`src/smvm_pkg.sv`:
```
// Shared types and constants for the sparse matrix-vector multiply block.
`default_nettype none
package smvm_pkg;

  typedef enum logic [1:0] {
    MODE_LOAD  = 2'd0,
    MODE_CLEAR = 2'd1,
    MODE_ACC   = 2'd2,
    MODE_READ  = 2'd3
  } mode_t;

  typedef enum logic [6:0] {
    S_CLEAR = 7'b0000001,
    S_IDLE  = 7'b0000010,
    S_READ  = 7'b0000100,
    S_MUL   = 7'b0001000,
    S_RND   = 7'b0010000,
    S_ADD   = 7'b0100000,
    S_OUT   = 7'b1000000
  } state_t;

  typedef struct packed {
    logic mul_en;
    logic rnd_en;
  } mac_ctrl_t;

  localparam logic REG_ROW_COUNT = 1'b0;
  localparam logic [10:0] ROW_COUNT_RESET = 11'd1024;
  localparam logic signed [63:0] ROUND_HALF = 64'sd32768;
  localparam logic signed [48:0] SUM_MAX = 49'sd2147483647;
  localparam logic signed [48:0] SUM_MIN = -49'sd2147483648;
  localparam logic [31:0] Q_MAX = 32'h7FFF_FFFF;
  localparam logic [31:0] Q_MIN = 32'h8000_0000;

endpackage
`default_nettype wire

```
`src/smvm_mac.sv`:
```
// Q16.16 multiply, round half up and saturating accumulate.
`default_nettype none
module smvm_mac (
  input  logic                     clk,
  input  smvm_pkg::mac_ctrl_t      ctrl,
  input  logic signed [31:0]       a,
  input  logic signed [31:0]       b,
  input  logic signed [31:0]       acc,
  output logic [31:0]              sum,
  output logic                     sat
);

  logic signed [63:0] prod;
  logic signed [47:0] rnd;
  logic signed [48:0] sum_full;

  always_ff @(posedge clk) begin
    if (ctrl.mul_en) begin
      prod <= 64'(a) * 64'(b);
    end
    if (ctrl.rnd_en) begin
      rnd <= 48'((prod + smvm_pkg::ROUND_HALF) >>> 16);
    end
  end

  assign sum_full = 49'(rnd) + 49'(acc);

  always_comb begin
    sat = 1'b0;
    sum = sum_full[31:0];
    if (sum_full > smvm_pkg::SUM_MAX) begin
      sum = smvm_pkg::Q_MAX;
      sat = 1'b1;
    end else if (sum_full < smvm_pkg::SUM_MIN) begin
      sum = smvm_pkg::Q_MIN;
      sat = 1'b1;
    end
  end

endmodule
`default_nettype wire

```
`config.mk`:
```
export PLATFORM = sky130hd
export DESIGN_NAME = smvm_mac
export DESIGN_NICKNAME = d
export VERILOG_FILES = /design/src/smvm_pkg.sv /design/src/smvm_mac.sv
export SDC_FILE = /design/constraint.sdc
export NUM_CORES = 2
export LEC_CHECK = 0
export BUFFER_PORTS_ARGS = -buffer_cell sky130_fd_sc_hd__buf_2
export CORE_MARGIN = 5
export CORE_UTILIZATION = 60
export DETAILED_ROUTE_END_ITERATION = 8
export MAX_ROUTING_LAYER = met4
export PLACE_DENSITY_LB_ADDON = 0.25
export SLEW_MARGIN = 20
export SYNTH_ARGS = -nofsm -noshare
export SYNTH_HDL_FRONTEND = slang
export SYNTH_SLANG_ARGS = --single-unit
```
`constraint.sdc`:
```
create_clock -name clk -period 12.6 [get_ports clk]
set_input_delay 2.52 -clock clk [delete_from_list [all_inputs] [get_ports clk]]
set_output_delay 2.52 -clock clk [all_outputs]
set_load 0.01 [all_outputs]
```
==> impl_metrics.csv <==
group,metric,value,unit
clock_tree,clock_latency,340,ps
layout,nets,5883,
clock_tree,cts-htree-levels,3,
sta,tightest_slew,1040,ps
synthesis,synth_area_leaders,"fa_1 (51%), inv_1 (8.6%), and2_1 (7.4%), edfxtp_1 (6.8%), ha_1 (6.7%)",
floorplan,dieArea,0.07671,mm2
sta,timing.fmax,91.06,MHz
min_path,hold_depth,1,
placed_design,portBuffers,131,
clock_tree,cts_setup_buffers,0,
clock_tree,cts_buffers,9,
sta,setup_ws,1619,ps
worst_setup_path,path_buf_inv,6,
worst_setup_path,worstPathRequired,12690,ps
synthesis,synth-seq-area-share,6.811,%
floorplan,io_pins,132,
clock_tree,ctsRootBufferMaster,"clkbuf_16",
synthesis,synth_edf_count,97,
sta,slew_headroom,30.66,%
sta,finClkSkew,3.092,ps
synthesis,synth_fp_nets,5953,
worst_setup_path,cp.depth,26,
global_routing,globalRoute.totalOverflow,0,
synthesis,ys_types,73,
global_routing,grt_pass1_vias,34220,
worst_setup_path,start_kind,"primary input",
worst_setup_path,rrSetupSlack,9290,ps
layout,fillCellCount,5981,
clock_tree,cts_tree,"yes",
floorplan,dieWidth,277.0,um
floorplan,die_h,277.0,um
clock_tree,clock_sinks,97,
synthesis,ys.flop_type,"edfxtp_1",
worst_setup_path,slowest_stage,"buf_2",
global_routing,grt_usage,32.08,%
synthesis,synth_area,0.04276,mm2
floorplan,initial_utilization,60.75,%
routing,avgRoutedWirePerCell,21.28,um
floorplan,rows,97,
routing,ant_nets,0,
global_routing,grt_pass1_wl,188.0,mm
min_path,holdCritStartpoint,"prod[56]",
worst_setup_path,cpMostUsedCell,"fa_1",
sta,hold_ws,569.8,ps
synthesis,syn_avg_cell_area,9.413,um2
layout,drive_gt1_share,4.020,%
placed_design,dp_hpwl,88.96,mm
synthesis,synth.top_cell.area_share,50.65,%
sta,period_share,87.15,%
worst_setup_path,crit_type,"in -> reg",
sta,grt_setup_unrepaired,"no",
status,outcome,"complete, no violations",
worst_setup_path,cpLargestDelayFamily,"adder cells",
routing,routed_wl,115.5,mm
layout,seq_area,0.002913,mm2
routing,dr.pass1.iters,6,
synthesis,async_flop_share,0,%
synthesis,synthTopCellsByCount,"fa_1 (1082), inv_1 (981), nand2_1 (584), and2_1 (508), ha_1 (229)",
floorplan,core_area,0.07039,mm2
synthesis,yosys_warnings,0,
worst_setup_path,cp.arrival,11070,ps
synthesis,synth_cells,4543,
clock_tree,cts_hold_buf,0,
worst_setup_path,endpoint_kind,"flip-flop",
routing,drt_iter0_drc,2659,
sta,setup_viol_count_final,0,
placed_design,place.gp.congestion,0.9656,
worst_setup_path,cp_max_fo,32,
min_path,hold_end,"rnd[40]",
worst_setup_path,timing.rr.end,"rnd[47]",
routing,vias_per_cell,5.782,
sta,maxSlewViolCount,0,
worst_setup_path,crit_path_max_incr_delay,700,ps
synthesis,yosysMostFrequentCell,"fa_1",
clock_tree,cts-resized-gates,0,
worst_setup_path,r2r_start,"prod[17]",
global_routing,antenna_found_initial,14,
worst_setup_path,worst_r2r_path_depth,10,
clock_tree,path_clk_slew,60,ps
layout,multi_input_area,0.03529,mm2
min_path,hold_path.class,"reg -> reg",
sta,hold_viol_final,0,
global_routing,grt_max_degree,50,
clock_tree,cts_max_path_buffers,2,
synthesis,synth-seq-cells,97,
layout,final_core_utilization,62.77,%
routing,drc,0,
synthesis,synth_top_area_cell,"fa_1",
sta,fin_crit,10980,ps
job,max_cap_viol_count,0,
sta,tns,0,ps
routing,vias,31390,
layout,area_delta_synth_final,3.330,%
placed_design,dpl_worst_slack,1336,ps
==> stage by stage <==
stage | instance area (um2) | std cells
floorplan | 42760 | 4543
CTS | 44150 | 5418
detailed placement | 43840 | 5402
finish | 44190 | 5429
global route | 44180 | 5426
global placement | 43840 | 5402
==> layout make-up <==
type                    instances  share of cell area, %
diodes                         11                0.06229
clock buffers                  11                 0.5267
clock inverters                 5                 0.1784
inverters                     982                  8.342
multi-input cells            3235                  79.86
flip-flops and latches         97                  6.592
well taps                     940                  2.662
repair buffers                148                  1.773
==> logic make-up (layout without fill, tap and decap cells) <==
group | count (synthesis) | count (layout) | synth area share [%]
xor gates and xnor gates | 147 | 147 | 3.011
and+or+nand+nor | 1387 | 1387 | 16.24
adders and majority gates | 1311 | 1311 | 57.35
other | 0 | 11 | 0
AOI/OAI and AO/OA | 387 | 387 | 5.822
buffers and inverters | 1211 | 1146 | 10.69
muxes | 3 | 3 | 0.07315
DFF | 97 | 97 | 6.811
==> flip-flops by register name, summed over array words and instances (netlist names) <==
| register | cells |
|---|---|
| prod | 49 |
| rnd | 48 |
==> placed cells by master (no fill, tap or decap), types with 7 or more instances in the layout <==
master	instances
or3_1	8
o211ai_1	19
diode_2	11
fa_1	1082
nand2b_1	13
and3_1	16
nor3_1	22
and2_1	508
o31ai_1	9
a21oi_1	122
a221oi_1	7
inv_1	981
o21a_1	20
a211oi_1	16
and4_1	11
xnor2_1	99
buf_4	17
clkbuf_16	9
buf_2	131
a21o_1	40
o21ai_1	7
a211o_1	7
a31oi_1	14
nor2b_1	10
ha_1	229
xor2_1	48
nor2_1	102
edfxtp_1	97
o21bai_1	13
nand4_1	44
o21ai_0	69
nand3_1	51
nand2_1	584
==> layer usage <==
metal | vias up | GRT usage (%) | part of all wire (%)
met4 | 0 | 8.881 | 3.3
met1 | 15960 | 42.84 | 39
li1 | 13460 | - | -
met5 | - | - | 0
met3 | 274 | 8.194 | 12
met2 | 1703 | 49.66 | 46
==> how the worst max path moves through the flow <==
stage | from | end | slack (ps)
after detailed placement | b[24] | prod[61] | 1340
after global routing | b[5] | prod[61] | 1340
after CTS | b[24] | prod[61] | 1690
after global placement | a[7] | prod[61] | 1460
final | b[8] | prod[61] | 1620
after floorplan | a[31] | prod[63] | 2710
Power is left out: the tool's default activity adds up to more than one toggle a clock period on the data nets, which glitch-free logic cannot reach.
